## src/hdl/olid_pkg.sv

```systemverilog
// ----------------------------------------------------------------------------
// ordered list package
// operation and status codes, controller states and command struct
// ----------------------------------------------------------------------------
package olid_pkg;

	localparam int unsigned WORD_W  = 32;
	localparam int unsigned MODE_W  = 3;
	localparam int unsigned POS_W   = 5;
	localparam int unsigned COUNT_W = 5;

	// number of word cells; the count and position fields are sized for it
	localparam int unsigned CAPACITY = 16;

	typedef enum logic [MODE_W-1:0] {
		MODE_INS_FRONT = 3'd0,
		MODE_INS_BACK  = 3'd1,
		MODE_INS_POS   = 3'd2,
		MODE_REM_FRONT = 3'd3,
		MODE_REM_BACK  = 3'd4,
		MODE_REM_POS   = 3'd5
	} olid_mode_t;

	typedef enum logic [1:0] {
		STAT_OK    = 2'd0,
		STAT_FULL  = 2'd1,
		STAT_EMPTY = 2'd2,
		STAT_RANGE = 2'd3
	} olid_status_t;

	typedef enum logic {
		CTRL_IDLE = 1'b0,
		CTRL_HOLD = 1'b1
	} olid_state_t;

	typedef struct packed {
		logic exec;
	} olid_cmd_t;

endpackage

```

## src/hdl/olid_ctrl.sv

```systemverilog
// ----------------------------------------------------------------------------
// ordered list controller
// handshake state machine; issues one execute command per transaction
// ----------------------------------------------------------------------------
module olid_ctrl (
	input  logic               clk,
	input  logic               arst_n,
	input  logic               in_valid,
	input  logic               out_stall,
	output logic               in_stall,
	output logic               out_valid,
	output olid_pkg::olid_cmd_t cmd
);

	olid_pkg::olid_state_t state_q, state_next;

	always_ff @(posedge clk or negedge arst_n) begin
		if (!arst_n) begin
			state_q <= olid_pkg::CTRL_IDLE;
		end else begin
			state_q <= state_next;
		end
	end

	// outputs
	always_comb begin
		out_valid = (state_q == olid_pkg::CTRL_HOLD);
		in_stall  = (state_q == olid_pkg::CTRL_HOLD) && out_stall;
		cmd.exec  = in_valid && !in_stall;
	end

	// next state
	always_comb begin
		case (state_q)
			olid_pkg::CTRL_IDLE: begin
				state_next = cmd.exec ? olid_pkg::CTRL_HOLD : olid_pkg::CTRL_IDLE;
			end
			olid_pkg::CTRL_HOLD: begin
				if (cmd.exec || out_stall) begin
					state_next = olid_pkg::CTRL_HOLD;
				end else begin
					state_next = olid_pkg::CTRL_IDLE;
				end
			end
			default: begin
				state_next = olid_pkg::CTRL_IDLE;
			end
		endcase
	end

endmodule

```

## src/hdl/olid_datapath.sv

```systemverilog
// ----------------------------------------------------------------------------
// ordered list datapath
// row of shifting word cells, length counter and result registers
// ----------------------------------------------------------------------------
module olid_datapath (
	input  logic                                clk,
	input  logic                                arst_n,
	input  olid_pkg::olid_cmd_t                 cmd,
	input  logic [olid_pkg::MODE_W-1:0]         mode,
	input  logic [olid_pkg::WORD_W-1:0]         value,
	input  logic [olid_pkg::POS_W-1:0]          position,
	input  logic                                auto_middle,
	output logic [1:0]                          status,
	output logic [olid_pkg::WORD_W-1:0]         removed_value,
	output logic [olid_pkg::COUNT_W-1:0]        entry_count
);

	localparam int unsigned CAPACITY = olid_pkg::CAPACITY;
	localparam int unsigned IW = (CAPACITY > 1) ? $clog2(CAPACITY) : 1;
	localparam int unsigned CW = $clog2(CAPACITY + 1);
	localparam int unsigned PW = ((CW > olid_pkg::POS_W) ? CW : olid_pkg::POS_W) + 1;

	logic [olid_pkg::WORD_W-1:0] cell_q [CAPACITY];
	logic [CW-1:0]               length_q;
	olid_pkg::olid_status_t      status_q;
	logic [olid_pkg::WORD_W-1:0] removed_q;
	logic [CW-1:0]               count_q;

	olid_pkg::olid_status_t stat_c;
	logic                   do_ins, do_rem;
	logic [IW-1:0]          slot_c;
	logic                   full_c, empty_c;
	logic [PW-1:0]          pos_ext, len_ext;
	logic [CW-1:0]          length_next;

	assign full_c  = (length_q == CW'(CAPACITY));
	assign empty_c = (length_q == '0);
	assign pos_ext = PW'(position);
	assign len_ext = PW'(length_q);

	// decode the request against the current length
	always_comb begin
		stat_c = olid_pkg::STAT_OK;
		do_ins = 1'b0;
		do_rem = 1'b0;
		slot_c = '0;
		case (olid_pkg::olid_mode_t'(mode))
			olid_pkg::MODE_INS_FRONT: begin
				if (full_c) stat_c = olid_pkg::STAT_FULL;
				else do_ins = 1'b1;
			end
			olid_pkg::MODE_INS_BACK: begin
				slot_c = IW'(length_q);
				if (full_c) stat_c = olid_pkg::STAT_FULL;
				else do_ins = 1'b1;
			end
			olid_pkg::MODE_INS_POS: begin
				if (full_c) begin
					stat_c = olid_pkg::STAT_FULL;
				end else if (auto_middle) begin
					slot_c = IW'(length_q >> 1);
					if (empty_c) stat_c = olid_pkg::STAT_EMPTY;
					else do_ins = 1'b1;
				end else begin
					slot_c = IW'(pos_ext - PW'(1));
					if (pos_ext == '0 || pos_ext > len_ext + PW'(1)) begin
						stat_c = olid_pkg::STAT_RANGE;
					end else begin
						do_ins = 1'b1;
					end
				end
			end
			olid_pkg::MODE_REM_FRONT: begin
				if (empty_c) stat_c = olid_pkg::STAT_EMPTY;
				else do_rem = 1'b1;
			end
			olid_pkg::MODE_REM_BACK: begin
				slot_c = IW'(length_q - CW'(1));
				if (empty_c) stat_c = olid_pkg::STAT_EMPTY;
				else do_rem = 1'b1;
			end
			olid_pkg::MODE_REM_POS: begin
				slot_c = IW'(pos_ext - PW'(1));
				if (empty_c) begin
					stat_c = olid_pkg::STAT_EMPTY;
				end else if (pos_ext == '0 || pos_ext > len_ext) begin
					stat_c = olid_pkg::STAT_RANGE;
				end else begin
					do_rem = 1'b1;
				end
			end
			default: begin
			end
		endcase
	end

	always_comb begin
		length_next = length_q;
		if (do_ins) length_next = length_q + CW'(1);
		else if (do_rem) length_next = length_q - CW'(1);
	end

	// each cell takes its left or right neighbor, the new word, or holds
	for (genvar k = 0; k < CAPACITY; k++) begin : g_cell
		logic [olid_pkg::WORD_W-1:0] left_w, right_w;
		if (k == 0) begin : g_first
			assign left_w = value;
		end else begin : g_left
			assign left_w = cell_q[k-1];
		end
		if (k == CAPACITY - 1) begin : g_last
			assign right_w = cell_q[k];
		end else begin : g_right
			assign right_w = cell_q[k+1];
		end

		always_ff @(posedge clk) begin
			if (cmd.exec) begin
				if (do_ins && IW'(k) == slot_c) begin
					cell_q[k] <= value;
				end else if (do_ins && IW'(k) > slot_c) begin
					cell_q[k] <= left_w;
				end else if (do_rem && IW'(k) >= slot_c) begin
					cell_q[k] <= right_w;
				end
			end
		end
	end

	always_ff @(posedge clk or negedge arst_n) begin
		if (!arst_n) begin
			length_q <= '0;
		end else if (cmd.exec) begin
			length_q <= length_next;
		end
	end

	always_ff @(posedge clk) begin
		if (cmd.exec) begin
			status_q  <= stat_c;
			removed_q <= do_rem ? cell_q[slot_c] : '0;
			count_q   <= length_next;
		end
	end

	assign status        = status_q;
	assign removed_value = removed_q;
	assign entry_count   = olid_pkg::COUNT_W'(count_q);

endmodule

```

## src/hdl/ordered_list_insert_delete_top.sv

```systemverilog
// ----------------------------------------------------------------------------
// ordered list insert/delete top level
// bounded ordered list of signed words with positional insert and remove
// ----------------------------------------------------------------------------
// usage:
//   input channel (in_valid/in_stall) carries one request per transaction:
//   mode, value, position and auto_middle. output channel
//   (out_valid/out_stall) returns status, removed_value and entry_count.
//   every request gives exactly one result transaction, in order.
// timing and throughput:
//   the result is registered and shows in the cycle after the request is taken.
//   one request per cycle is sustained while out_stall is low; the whole list
//   shifts at once as every cell loads from its neighbor in parallel.
// stall:
//   while a result is held and out_stall is high, in_stall is raised and
//   the held result stays unchanged. when the result is taken in the same
//   cycle, a new request is accepted and replaces it with no bubble.
// reset:
//   arst_n clears the length counter and the output valid; the word cells
//   are not cleared, only entries below the length are ever read.
// ----------------------------------------------------------------------------
module ordered_list_insert_delete_top (
	input  logic                                 clk,
	input  logic                                 arst_n,
	// request channel
	input  logic                                 in_valid,
	output logic                                 in_stall,
	input  logic [olid_pkg::MODE_W-1:0]          mode,
	input  logic signed [olid_pkg::WORD_W-1:0]   value,
	input  logic [olid_pkg::POS_W-1:0]           position,
	input  logic                                 auto_middle,
	// result channel
	output logic                                 out_valid,
	input  logic                                 out_stall,
	output logic [1:0]                           status,
	output logic signed [olid_pkg::WORD_W-1:0]   removed_value,
	output logic [olid_pkg::COUNT_W-1:0]         entry_count
);

	// command from controller to datapath
	olid_pkg::olid_cmd_t cmd;

	// handshake sequencing
	olid_ctrl u_ctrl (
		.clk       (clk),
		.arst_n    (arst_n),
		.in_valid  (in_valid),
		.out_stall (out_stall),
		.in_stall  (in_stall),
		.out_valid (out_valid),
		.cmd       (cmd)
	);

	// cell row, length and result registers
	olid_datapath u_datapath (
		.clk           (clk),
		.arst_n        (arst_n),
		.cmd           (cmd),
		.mode          (mode),
		.value         (value),
		.position      (position),
		.auto_middle   (auto_middle),
		.status        (status),
		.removed_value (removed_value),
		.entry_count   (entry_count)
	);

endmodule

```

## config.mk

```make
export PLATFORM = sky130hd
export DESIGN_NAME = ordered_list_insert_delete_top
export DESIGN_NICKNAME = d
export VERILOG_FILES = /design/src/hdl/olid_pkg.sv /design/src/hdl/olid_ctrl.sv /design/src/hdl/olid_datapath.sv /design/src/hdl/ordered_list_insert_delete_top.sv
export SDC_FILE = /design/constraint.sdc
export NUM_CORES = 2
export LEC_CHECK = 0
export BUFFER_PORTS_ARGS = -buffer_cell sky130_fd_sc_hd__clkbuf_2
export CAP_MARGIN = 15
export CORE_MARGIN = 3
export CORE_UTILIZATION = 50
export DETAILED_ROUTE_END_ITERATION = 16
export PLACE_DENSITY_LB_ADDON = 0.3
export SYNTH_ARGS = -nofsm -noshare
export SYNTH_HDL_FRONTEND = slang
export SYNTH_SLANG_ARGS = --single-unit
```

## constraint.sdc

```tcl
create_clock -name clk -period 6.2 [get_ports clk]
set_input_delay 1.24 -clock clk [delete_from_list [all_inputs] [get_ports clk]]
set_output_delay 1.24 -clock clk [all_outputs]
set_load 0.02 [all_outputs]
```

==> results.json <==
{
  "finalPower_w": 0.01375,
  "crit_path_end_kind": "register",
  "yosys.area.top_type": "edfxtp_1",
  "combPwrFrac": 0.321,
  "period_needed_ns": 4.795,
  "synthFlopType": "edfxtp_1",
  "die-area_mm2": 0.06802,
  "final_core_util": 0.5584,
  "h-tree-depth": 2,
  "cp_max_fo": 37,
  "syn_avg_cell_area_um2": 9.602,
  "die_w_um": 260.8,
  "worstPathRequired_ns": 6.56,
  "grt_pass1_vias": 27136,
  "drive_above_1_share": 0.1214,
  "critPathKind": "reg2reg",
  "io_pins": 86,
  "grtUsageTotal": 0.3257,
  "antenna_found_initial": 3,
  "ys_types": 85,
  "pwr-share-seq": 0.412,
  "cts_resized": 0,
  "grt_pass1_wl_um": 168300,
  "maxCapViolations": 0,
  "first_iter_violations": 4655,
  "yosysMostFrequentCell": "nand2_1",
  "ff_latch_area_mm2": 0.01670,
  "path_clk_slew_ns": 0.06,
  "crit_arrival_ns": 5.16,
  "coreArea_mm2": 0.06366,
  "min_path_type": "in2async",
  "synth_warnings": 0,
  "swShare": 0.3712,
  "dieHeight_um": 260.8,
  "fin_skew_ns": 0.02387,
  "multi_input_area_mm2": 0.01449,
  "async_flop_share": 0.01077,
  "ant_nets": 0,
  "synth_common_cells": "835 x nand2_1, 551 x edfxtp_1, 374 x nor2_1, 276 x a31oi_1, 271 x mux2i_1",
  "syn_nets": 3440,
  "p_per_area_mw_per_mm2": 386.8,
  "rsz0062_at_grt": "no",
  "p_int_w": 0.008644,
  "synth_edf_count": 551,
  "port_buffers": 85,
  "p_clk_frac": 0.268,
  "grt.overflow.total": 0,
  "synth_cells": 3381,
  "postCtsSetupRepairBufs": 0,
  "tightest_slew_ns": 1.333,
  "cts_made_buffers": 60,
  "dpl.hpwl_um": 70710,
  "drt-wirelength-per-cell_um": 26.73,
  "viasPerCell": 6.705,
  "cts_root_buf": "clkbuf_16",
  "switchingPower_w": 0.005103,
  "syn2layout_area_growth_pct": 9.485,
  "yosysTopAreaCellShare": 0.5097,
  "drtPass1Iterations": 7,
  "slew_headroom": 0.1116,
  "synth.area.top_cells": "edfxtp_1 51%, nand2_1 9.7%, mux2i_1 8.4%",
  "drv_slew": 0,
  "hold_viol": 0,
  "synth-seq-cells": 557,
  "initial_core_util": 0.5100,
  "cts_tree": "done",
  "cts_hold_buf": 0,
  "fmax_mhz": 208.5,
  "gp_congestion": 0.9171,
  "finalCritPeriodShare": 0.7734,
  "clkLatencyLatePin_ns": 0.65,
  "final_net_count": 3380,
  "max-vdd-ir-drop_mv": 0.2261,
  "drcViolationCount": 0,
  "placed_area_mm2": 0.03359,
  "std_cell_rows": 92,
  "cp-start-kind": "register",
  "nFillCells": 5455,
  "leakagePower_nw": 13.88,
  "routed_wl_um": 112700,
  "vias": 28270,
  "netlist_area_mm2": 0.03246,
  "clock_sinks": 557,
  "finalSetupViolations": 0,
  "final_area_mm2": 0.03554,
  "yosysSeqAreaShare": 0.5143,
  "grt_max_degree": 85,
  "status": "complete, no violations",
  "clock_path_buffers": 3
}
-- routing by layer --
layer,up-vias,GRT usage,wire length (µm)
met4,2,0.1508,5602
met2,2139,0.5266,52000
li1,12187,-,-
met1,13540,0.4175,41440
met5,-,0,12
met3,402,0.07288,13640
-- metrics by stage --
stage	hold slack (ns)	setup WS, ns	std cells	TNS, ns
floorplan	0.5389	-0.2642	3381	-16.91
global placement	0.5623	1.099	4105	0
detailed placement	0.5759	0.9559	4105	0
CTS	0.4062	1.486	4215	0
global route	0.4314	1.210	4216	0
finish	0.4194	1.405	4216	0
-- layout make-up --
type	count	area share
tap	846	0.02978
multi-input combinational	2508	0.4077
timing repair buffer	181	0.03647
inverter	13	0.001443
clock buffer	67	0.04298
sequential	557	0.4697
clock inverter	43	0.01186
antenna	1	0.00007040
-- power by group through the flow --
stage	combinational [W]	sequential, W	clock, W
after floorplan	0.00286	0.00556	0
after global placement	0.00417	0.00567	0
after detailed placement	0.00429	0.00570	0
after CTS	0.00430	0.00563	0.00369
after global routing	0.00468	0.00571	0.00383
final	0.00441	0.00566	0.00368
-- worst paths after layout --
| kind | from | endpoint | slack (ns) | cells after the start |
|---|---|---|---|---|
| min reg2reg | u_datapath.cell_q[11][16] | u_datapath.cell_q[10][16] | 0.59 | 2 |
| min in group clk | u_datapath.cell_q[11][16] | u_datapath.cell_q[10][16] | 0.59 | 2 |
| max in group asynchronous | arst_n | u_datapath.length_q[1] | 5.61 | 1 |
| min | arst_n | u_datapath.length_q[3] | 0.42 | 1 |
| max | u_datapath.length_q[0] | u_datapath.cell_q[8][15] | 1.40 | 14 |
| max reg2reg | u_datapath.length_q[0] | u_datapath.cell_q[8][15] | 1.40 | 14 |
-- worst max-delay path: stages, from the launching register on --
cell      delay [ns]
dfrtp_1         0.52
ha_1            0.30
and3_1          0.23
xnor2_1         0.14
ha_1            0.32
nand3_1         0.09
o21bai_1        0.16
a31o_2          0.30
a21oi_4         0.51
inv_4           0.39
buf_4           0.33
nand2_2         0.61
buf_12          0.25
mux2i_1         0.19
o21ai_0         0.10
-- cells in the final DEF, fill, tap and decap left out, drive strengths merged, types with 12 or more instances in the layout --
cell type | Yosys | final
nand2 | 839 | 839
inv | 13 | 14
o22ai | 25 | 25
edfxtp | 551 | 551
mux2i | 271 | 271
o21ai | 125 | 125
mux2 | 64 | 64
o22a | 20 | 20
xnor2 | 12 | 12
nor2 | 376 | 376
o31a | 13 | 13
clkinv | 0 | 30
a31oi | 276 | 276
a22oi | 20 | 20
ha | 14 | 14
a32oi | 13 | 13
a21oi | 219 | 219
buf | 182 | 96
clkbuf | 121 | 152
a22o | 14 | 14
nand3 | 76 | 76
a221oi | 41 | 41
-- cells by family after synthesis --
logic type                 share of synthesized area
muxes                                         0.1099
adders and majority gates                   0.005396
and+or+nand+nor                               0.1653
DFF                                           0.5143
buffers and inverters                        0.04706
xor gates and xnor gates                    0.003777
AOI/OAI and AO/OA                             0.1542
-- sequential cells by signal, summed over array words and instances, names as in the netlist --
| register | count |
|---|---|
| u_datapath.cell_q | 512 |
| u_datapath.removed_value | 32 |
| u_datapath.entry_count | 5 |
| u_datapath.length_q | 5 |
| u_datapath.status | 2 |
| u_ctrl.out_valid | 1 |
No activity file was read; power rests on OpenSTA's default activity.
